`config.mk`:
```
export PLATFORM = sky130hd
export DESIGN_NAME = deadline_timer_table_unit
export DESIGN_NICKNAME = d
export VERILOG_FILES = /design/src/hw/rtl/dtt_pkg.sv /design/src/hw/rtl/dtt_ram.sv /design/src/hw/rtl/deadline_timer_table_unit.sv
export SDC_FILE = /design/constraint.sdc
export NUM_CORES = 2
export LEC_CHECK = 0
export ABC_AREA = 1
export BUFFER_PORTS_ARGS = -buffer_cell sky130_fd_sc_hd__buf_2
export CAP_MARGIN = 10
export CORE_MARGIN = 2
export CORE_UTILIZATION = 60
export CTS_CLUSTER_DIAMETER = 30
export DETAILED_ROUTE_END_ITERATION = 6
export PLACE_DENSITY = 0.76
export RECOVER_POWER = 50
export SETUP_SLACK_MARGIN = 0.5
export SLEW_MARGIN = 20
export SYNTH_ARGS = -nofsm -noshare
export SYNTH_HDL_FRONTEND = slang
export SYNTH_HIERARCHICAL = 1
export SYNTH_SLANG_ARGS = --single-unit
```
`constraint.sdc`:
```
create_clock -name clock -period 8.2 [get_ports clock]
set_input_delay 2.05 -clock clock [delete_from_list [all_inputs] [get_ports clock]]
set_output_delay 2.05 -clock clock [all_outputs]
set_load 0.02 [all_outputs]
```
`src/hw/rtl/dtt_pkg.sv`:
```
// Shared types and constants of the deadline timer table.
`default_nettype none

package dtt_pkg;

   // Word codes carried in req_tuser.
   typedef enum logic [2:0] {
      KIND_ADD    = 3'd0,
      KIND_ADJUST = 3'd1,
      KIND_DELETE = 3'd2,
      KIND_TICK   = 3'd3,
      KIND_QUERY  = 3'd4
   } kind_type;

   localparam int KIND_W     = 3;
   localparam int HANDLE_W   = 6;
   localparam int TIMEOUT_W  = 20;
   localparam int TIME_W     = 32;

   // Number of handles the handle field can address.
   localparam int HANDLE_SPAN = 64;

   // Deadlines saturate at the top of the time range.
   localparam logic [TIME_W-1:0] TOP_TIME = '1;

   localparam int REQ_DATA_W = 64;
   localparam int RSP_DATA_W = 40;

endpackage

`default_nettype wire

```
`src/hw/rtl/dtt_ram.sv`:
```
// Generic single-port-write, single-port-read RAM with a registered read.
`default_nettype none

module dtt_ram #(
   parameter int WIDTH = 32,
   parameter int DEPTH = 64
) (
   input  wire logic                     clock,
   input  wire logic                     wr_en,
   input  wire logic [$clog2(DEPTH)-1:0] wr_addr,
   input  wire logic [WIDTH-1:0]         wr_data,
   input  wire logic [$clog2(DEPTH)-1:0] rd_addr,
   output logic      [WIDTH-1:0]         rd_data
);

   logic [WIDTH-1:0] mem_ff [DEPTH];
   logic [WIDTH-1:0] rd_data_ff;

   always_ff @(posedge clock) begin
      if (wr_en) begin
         mem_ff[wr_addr] <= wr_data;
      end
      rd_data_ff <= mem_ff[rd_addr];
   end

   assign rd_data = rd_data_ff;

endmodule

`default_nettype wire

```
`src/hw/rtl/deadline_timer_table_unit.sv`:
```
// Top level of the deadline timer table: handle flags, deadline memory and scan sequencer.
`default_nettype none

// The block keeps one deadline per timer handle. Each request word on the
// req_ channel carries a kind in req_tuser and a handle, a timeout and the
// current time in req_tdata. Add arms a handle at now plus timeout (saturated
// at the top of the time range), adjust does the same for a registered
// handle only, and delete unregisters a handle; these three return no
// response word. A query returns one word with the earliest armed deadline.
// A tick returns every armed handle whose deadline is at or before now,
// earliest deadline first and lowest handle first on ties, each handle
// disarmed as it goes out; tlast marks the final word of the tick, and a
// tick with nothing due returns one word with both valid flags low.
// Deadlines live in a RAM with a registered read; query and tick find their
// answer by reading all stored entries (at most 64) in turn. Each response
// word is found by a pass through ST_SCAN and ST_LAST and loaded in ST_EMIT,
// and each further word of a tick starts a new pass from handle zero. The
// next request is taken in the cycle after the final load. Requests are
// taken only while no scan runs. A stalled receiver holds the output word
// steady and holds the scan, and with it the request side, before its next
// load. Reset clears all flags at once; the block is ready after reset falls.
module deadline_timer_table_unit import dtt_pkg::*; #(
   parameter int HANDLES = 64
) (
   input  wire logic                  clock,
   input  wire logic                  reset,
   // req_tdata: handle [5:0], timeout [25:6], now [57:26], zero fill [63:58]
   input  wire logic [REQ_DATA_W-1:0] req_tdata,
   // req_tuser: kind [2:0]
   input  wire logic [KIND_W-1:0]     req_tuser,
   input  wire logic                  req_tvalid,
   output logic                       req_tready,
   // rsp_tdata: expired_handle [5:0], expired_valid [6], next_deadline [38:7],
   //            next_valid [39]
   output logic [RSP_DATA_W-1:0]      rsp_tdata,
   output logic                       rsp_tlast,
   output logic                       rsp_tvalid,
   input  wire logic                  rsp_tready
);

   // Handles beyond the field's reach are never addressed, so storage stops there.
   localparam int DEPTH = (HANDLES < HANDLE_SPAN) ? HANDLES : HANDLE_SPAN;
   localparam int IW    = $clog2(DEPTH);

   typedef enum logic [3:0] {
      ST_IDLE = 4'b0001,
      ST_SCAN = 4'b0010,
      ST_LAST = 4'b0100,
      ST_EMIT = 4'b1000
   } state_type;

   state_type               state_ff, state_in;
   logic [DEPTH-1:0]        registered_ff, registered_in;
   logic [DEPTH-1:0]        armed_ff, armed_in;
   logic                    is_tick_ff, is_tick_in;
   logic [TIME_W-1:0]       now_ff, now_in;
   logic [IW-1:0]           addr_ff, addr_in;
   logic                    rd_valid_ff, rd_valid_in;
   logic [IW-1:0]           rd_idx_ff, rd_idx_in;
   logic                    found_ff, found_in;
   logic                    more_ff, more_in;
   logic [IW-1:0]           best_idx_ff, best_idx_in;
   logic [TIME_W-1:0]       best_dl_ff, best_dl_in;
   logic                    rsp_valid_ff, rsp_valid_in;
   logic [RSP_DATA_W-1:0]   rsp_data_ff, rsp_data_in;
   logic                    rsp_last_ff, rsp_last_in;

   // Request word fields.
   kind_type                req_kind;
   logic [HANDLE_W-1:0]     req_handle;
   logic [TIMEOUT_W-1:0]    req_timeout;
   logic [TIME_W-1:0]       req_now;
   logic                    req_accept;
   logic                    handle_ok;
   logic [IW-1:0]           handle_idx;
   logic [TIME_W:0]         deadline_sum;
   logic [TIME_W-1:0]       deadline_new;
   logic                    mem_we;
   logic [TIME_W-1:0]       rd_data;

   // Scan compare and response load.
   logic                    cand;
   logic                    better;
   logic                    rsp_load;
   logic                    tick_hit;

   assign req_kind    = kind_type'(req_tuser);
   assign req_handle  = req_tdata[5:0];
   assign req_timeout = req_tdata[25:6];
   assign req_now     = req_tdata[57:26];

   assign req_tready  = (state_ff == ST_IDLE);
   assign req_accept  = req_tvalid && req_tready;

   assign handle_ok    = {1'b0, req_handle} < 7'(DEPTH);
   assign handle_idx   = req_handle[IW-1:0];
   assign deadline_sum = {1'b0, req_now} + (TIME_W + 1)'(req_timeout);
   assign deadline_new = deadline_sum[TIME_W] ? TOP_TIME : deadline_sum[TIME_W-1:0];

   // Only add and a valid adjust write a deadline; scans never overlap a write.
   assign mem_we = req_accept && handle_ok &&
                   ((req_kind == KIND_ADD) ||
                    ((req_kind == KIND_ADJUST) && registered_ff[handle_idx]));

   dtt_ram #(
      .WIDTH (TIME_W),
      .DEPTH (DEPTH)
   ) u_deadline_ram (
      .clock   (clock),
      .wr_en   (mem_we),
      .wr_addr (handle_idx),
      .wr_data (deadline_new),
      .rd_addr (addr_ff),
      .rd_data (rd_data)
   );

   // An entry competes when armed and, for a tick, already due. Scanning in
   // ascending order with a strict compare keeps the lowest handle on ties.
   assign cand   = rd_valid_ff && armed_ff[rd_idx_ff] &&
                   (!is_tick_ff || (rd_data <= now_ff));
   assign better = cand && (!found_ff || (rd_data < best_dl_ff));

   assign rsp_load = (state_ff == ST_EMIT) && (!rsp_valid_ff || rsp_tready);
   assign tick_hit = is_tick_ff && found_ff;

   always_comb begin
      state_in      = state_ff;
      registered_in = registered_ff;
      armed_in      = armed_ff;
      is_tick_in    = is_tick_ff;
      now_in        = now_ff;
      addr_in       = addr_ff;
      rd_valid_in   = (state_ff == ST_SCAN);
      rd_idx_in     = addr_ff;
      found_in      = found_ff | cand;
      more_in       = more_ff;
      best_idx_in   = best_idx_ff;
      best_dl_in    = best_dl_ff;
      rsp_valid_in  = rsp_valid_ff && !rsp_tready;
      rsp_data_in   = rsp_data_ff;
      rsp_last_in   = rsp_last_ff;

      if (better) begin
         best_idx_in = rd_idx_ff;
         best_dl_in  = rd_data;
      end
      // A second due entry means the word now being found is not the tick's last.
      if (cand && found_ff && is_tick_ff) begin
         more_in = 1'b1;
      end

      unique case (state_ff)
         ST_IDLE: begin
            if (req_accept) begin
               unique case (req_kind) inside
                  KIND_ADD: begin
                     if (handle_ok) begin
                        registered_in[handle_idx] = 1'b1;
                        armed_in[handle_idx]      = 1'b1;
                     end
                  end
                  KIND_ADJUST: begin
                     if (handle_ok && registered_ff[handle_idx]) begin
                        armed_in[handle_idx] = 1'b1;
                     end
                  end
                  KIND_DELETE: begin
                     if (handle_ok) begin
                        registered_in[handle_idx] = 1'b0;
                        armed_in[handle_idx]      = 1'b0;
                     end
                  end
                  KIND_TICK, KIND_QUERY: begin
                     state_in   = ST_SCAN;
                     is_tick_in = (req_kind == KIND_TICK);
                     now_in     = req_now;
                     addr_in    = '0;
                     found_in   = 1'b0;
                     more_in    = 1'b0;
                  end
                  default: begin
                  end
               endcase
            end
         end
         ST_SCAN: begin
            addr_in = addr_ff + 1'b1;
            if (addr_ff == IW'(DEPTH - 1)) begin
               state_in = ST_LAST;
            end
         end
         ST_LAST: begin
            state_in = ST_EMIT;
         end
         ST_EMIT: begin
            if (rsp_load) begin
               rsp_valid_in = 1'b1;
               rsp_data_in  = {(!is_tick_ff && found_ff),
                               ((!is_tick_ff && found_ff) ? best_dl_ff : '0),
                               tick_hit,
                               (tick_hit ? HANDLE_W'(best_idx_ff) : '0)};
               rsp_last_in  = !(tick_hit && more_ff);
               if (tick_hit) begin
                  armed_in[best_idx_ff] = 1'b0;
               end
               if (tick_hit && more_ff) begin
                  state_in = ST_SCAN;
                  addr_in  = '0;
                  found_in = 1'b0;
                  more_in  = 1'b0;
               end else begin
                  state_in = ST_IDLE;
               end
            end
         end
         default: begin
            state_in = ST_IDLE;
         end
      endcase
   end

   always_ff @(posedge clock) begin
      if (reset) begin
         state_ff      <= ST_IDLE;
         registered_ff <= '0;
         armed_ff      <= '0;
         rd_valid_ff   <= 1'b0;
         rsp_valid_ff  <= 1'b0;
      end else begin
         state_ff      <= state_in;
         registered_ff <= registered_in;
         armed_ff      <= armed_in;
         rd_valid_ff   <= rd_valid_in;
         rsp_valid_ff  <= rsp_valid_in;
      end
   end

   always_ff @(posedge clock) begin
      is_tick_ff  <= is_tick_in;
      now_ff      <= now_in;
      addr_ff     <= addr_in;
      rd_idx_ff   <= rd_idx_in;
      found_ff    <= found_in;
      more_ff     <= more_in;
      best_idx_ff <= best_idx_in;
      best_dl_ff  <= best_dl_in;
      rsp_data_ff <= rsp_data_in;
      rsp_last_ff <= rsp_last_in;
   end

   assign rsp_tvalid = rsp_valid_ff;
   assign rsp_tdata  = rsp_data_ff;
   assign rsp_tlast  = rsp_last_ff;

endmodule

`default_nettype wire

```
==> impl_results.md <==
- Run status: finished with violations
- Violations in the final reports: DRC, capacitance limit, slew limit
- Via count: 74.6k
- Cell accounting for the most synthesized area: sky130_fd_sc_hd__edfxtp_1
- Slew margin rel.: -1.77
- Clk_lat worst skew: about 0.98 ns
- Count of flip-flops with a built-in enable after synthesis: 2166
- Fraction of registers with async set/reset: 0
- Crit end category: register
- Antenna violations before repair: 20
- Post-synthesis sequential area ratio: 0.690
- Time the final worst path needs with I/O delays and setup: 7.08 ns
- Least-Margin Pin Slew: 4.15 ns
- Hold crit path type: reg -> reg
- Die Ht: about 410 um
- Total standard cell area after synthesis: 99300 sq um
- Worst vdd ir: 382 uV
- Total GRT Usage: 0.342
- Cts-stage hold buffer count: 0
- Setup Skew: 0.0837 ns
- Width of the chip: 411 um
- DRT Pass-1 Iters: 7
- Core ar.: between 150000 and 200000 sq um
- CTS HTree Levels: 5
- Total setup violations reported at the end of the flow: 0
- Final period utilization: 0.864
- #FFs+latches synth: ~2.3k
- Final routed DRC violation total: 1
- Resize count post-CTS: 0
- Routability congestion estimate: 0.903
- Remaining number of nets flagged by the antenna check after routing: 0
- Max Cap Viol: 28
- Most used standard cells in the synthesized netlist: 2833 x sky130_fd_sc_hd__nand2_1, 2166 x sky130_fd_sc_hd__edfxtp_1, 2072 x sky130_fd_sc_hd__nand3_1
- Post-synth top flop: sky130_fd_sc_hd__edfxtp_1
- Arrival time reported for the critical path endpoint: ~7.7 ns
- Pin count of the biggest net entering global routing: roughly 220
- Maximum operating frequency: 141 MHz
- End-of-flow core utilization: 0.704
- Number of warnings printed during yosys synthesis: 6
- Drt total wl: around 290 mm
- Pwr per Cell Area: 375 nW/um^2
- Simple-Gate Fraction of Synth Area: 0.234
- Total gr overflow: 0
- Crit Path Max Fanout: 32
- Critical path launch point type: input pin
- Fraction of synthesized cell area taken by the top area cell type: 0.655
- Final number of max-transition violations: 1198
- Placed wire-length estimate after detailed placement: about 150 mm
- Share of final-layout standard cells stronger than drive strength 1: 0.101
- Total nets after synthesis: 9322
- Detailed router's first-iteration violation count: 11.8k
- Syn avg cell area: 10.8 sq um
- Starting density of the core: 0.603
- Main combinational cell family by area after synthesis: simple AND/OR/NAND/NOR gates
- Clk buf depth: 4
- Final Hold Fails: 0
- Dominant cells by area after synthesis: sky130_fd_sc_hd__edfxtp_1 66%, sky130_fd_sc_hd__nand2_1 11%, sky130_fd_sc_hd__nand3_1 10%
- Row Count: between 100 and 150
- Total Die Area: 169000 sq um
- Adder-cell share of the synthesized area: 0.0108
- # port buffers: 107
- Synth Area in XOR/XNOR: 0.000970
- Placed Instance Area: between 100000 and 150000 sq um
- Final sum of negative setup slack: 0 ns
- Number of cells after detailed placement: 11.1k
- Post-synthesis mux area share: 0
- TritonCTS Sinks: 2340
- Via density per instance: 6.29
- Final Non-Filler Cells: 11.9k
- Number of primary I/O pins: about 110
- CTS tree: built
- Clock slew seen by the registers of the worst setup and hold paths: approximately 0.04 ns
- Total leakage power: 43.2 nW
- Post-route cell area: 116000 sq um
- Classification of the worst setup path: in -> reg
- Final net count: 9474
- Vias in the first global route: 73.7k
- Fraction of the mapped netlist area in compound gates: 0.0222
- PnR Total Power: ~0.044 W
- Post-CTS Setup Bufs: 0
- Worst Path Required: 8.80 ns
- Most common cell in the netlist: sky130_fd_sc_hd__nand2_1
- Global-route wire length before repair: 434 mm
- Signed area change from the synthesized netlist to the final layout: 16.8%
- Gate count after technology mapping: about 9.2k
- Detail-routed net length per standard cell: about 25 um
- Number of buffers inserted during clock tree synthesis: 422
- Cell variety after synth: 40
- Cell at the root of the clock tree: sky130_fd_sc_hd__clkbuf_16
- Unrepaired setup endpoints after global routing: no
layout make-up:
cell class | count | area [sq um]
fill | 10600 | 48700
multi-input combinational | 5889 | 27100
tap | 2189 | 2740
timing repair buffer | 280 | 1830
antenna | 7 | 17.5
clock inverter | 291 | 3310
sequential | 2340 | 68500
inverter | 385 | 1480
clock buffer | 475 | 10900
critical path, stage by stage:
cell	delay, ns
sky130_fd_sc_hd__clkbuf_1	1.78
sky130_fd_sc_hd__nand2_1	0.26
sky130_fd_sc_hd__nand2_1	0.16
sky130_fd_sc_hd__nand2_1	0.06
sky130_fd_sc_hd__nand2_1	0.10
sky130_fd_sc_hd__nand2_1	0.07
sky130_fd_sc_hd__nand2_1	0.14
sky130_fd_sc_hd__nor2_1	0.10
sky130_fd_sc_hd__nand2_1	0.12
sky130_fd_sc_hd__nand2_1	0.06
sky130_fd_sc_hd__a21oi_1	0.18
sky130_fd_sc_hd__buf_4	0.27
sky130_fd_sc_hd__nand4_1	0.17
sky130_fd_sc_hd__clkbuf_1	0.38
sky130_fd_sc_hd__nor2_1	1.19
sky130_fd_sc_hd__buf_4	0.55
metrics by stage:
step	hold slack (ns)	worst slack, ns
final	0.451	1.12
after global routing	0.479	1.27
after CTS	0.450	2.89
after detailed placement	0.440	1.96
after global placement	0.438	1.92
after floorplan	0.391	1.08
state kept, by name (all words and copies together) (netlist names), named ones only:
| signal | cells |
|---|---|
| u_deadline_ram/mem_ff | 2048 |
| is_tick_ff | 1 |
| rd_idx_ff | 6 |
| rsp_tdata | 40 |
| addr_ff | 6 |
| rsp_tvalid | 1 |
| best_idx_ff | 6 |
| now_ff | 32 |
| found_ff | 1 |
| more_ff | 1 |
| rd_valid_ff | 1 |
| rsp_tlast | 1 |
| u_deadline_ram/rd_data | 32 |
| best_dl_ff | 32 |
| state_ff | 4 |
metal layers:
| metal | vias to the layer above | GRT usage | part of all wire |
|---|---|---|---|
| met5 | - | 0 | 0.00024 |
| met3 | 1061 | 0.0958 | 0.14 |
| li1 | 32400 | - | - |
| met4 | 12 | 0.216 | 0.064 |
| met1 | 35400 | 0.429 | 0.34 |
| met2 | 5681 | 0.528 | 0.46 |
kinds of logic (layout without fill, tap and decap cells):
kind of cell    Yosys count  count (layout)
other cells               0               7
compound gates          396             396
xor+xnor                 11              11
simple gates           5397            5397
fa+ha+maj                85              85
flops                  2340            2340
buf+inv                 937            1431
where the power goes:
part           internal (W)  switching, W
Sequential           0.0136      0.000155
Combinational       0.00291       0.00944
Clock                0.0114       0.00596
Total                0.0280        0.0156
layout by cell type, fill, tap and decap left out, types with 8 or more instances in the layout:
master                          n
sky130_fd_sc_hd__nor2_4        49
sky130_fd_sc_hd__nor3_1        25
sky130_fd_sc_hd__nand3_1     2063
sky130_fd_sc_hd__clkinv_2      60
sky130_fd_sc_hd__inv_1        340
sky130_fd_sc_hd__inv_2         26
sky130_fd_sc_hd__xor2_1         9
sky130_fd_sc_hd__nand4_1       82
sky130_fd_sc_hd__clkbuf_2      15
sky130_fd_sc_hd__nor2_1       299
sky130_fd_sc_hd__a22oi_1       64
sky130_fd_sc_hd__bufinv_16     59
sky130_fd_sc_hd__nor4_2         8
sky130_fd_sc_hd__dfxtp_1      174
sky130_fd_sc_hd__clkinv_1      62
sky130_fd_sc_hd__edfxtp_1    2166
sky130_fd_sc_hd__inv_8          8
sky130_fd_sc_hd__inv_6         33
sky130_fd_sc_hd__clkbuf_16    428
sky130_fd_sc_hd__nand2_1     2829
sky130_fd_sc_hd__ha_1          84
sky130_fd_sc_hd__clkinvlp_4    52
sky130_fd_sc_hd__o21ai_0      100
sky130_fd_sc_hd__nor3_2        11
sky130_fd_sc_hd__nand3_2        9
sky130_fd_sc_hd__clkinv_4      31
sky130_fd_sc_hd__buf_2         30
sky130_fd_sc_hd__buf_4        120
sky130_fd_sc_hd__a21oi_1      205
sky130_fd_sc_hd__clkbuf_1     141
sky130_fd_sc_hd__buf_12        17
final timing paths:
| path | startpoint | endpoint | slack, ns | cells past startpoint |
|---|---|---|---|---|
| worst min register to register | u_deadline_ram/rd_data[0] | best_dl_ff[0] | 0.45 | 0 |
| worst max-delay path | req_tdata[1] | u_deadline_ram/mem_ff[3][4] | 1.12 | 16 |
| worst min-delay path | u_deadline_ram/rd_data[0] | best_dl_ff[0] | 0.45 | 0 |
| worst max register to register | addr_ff[1] | u_deadline_ram/rd_data[18] | 1.37 | 10 |
(Power assumes the default switching activity.)
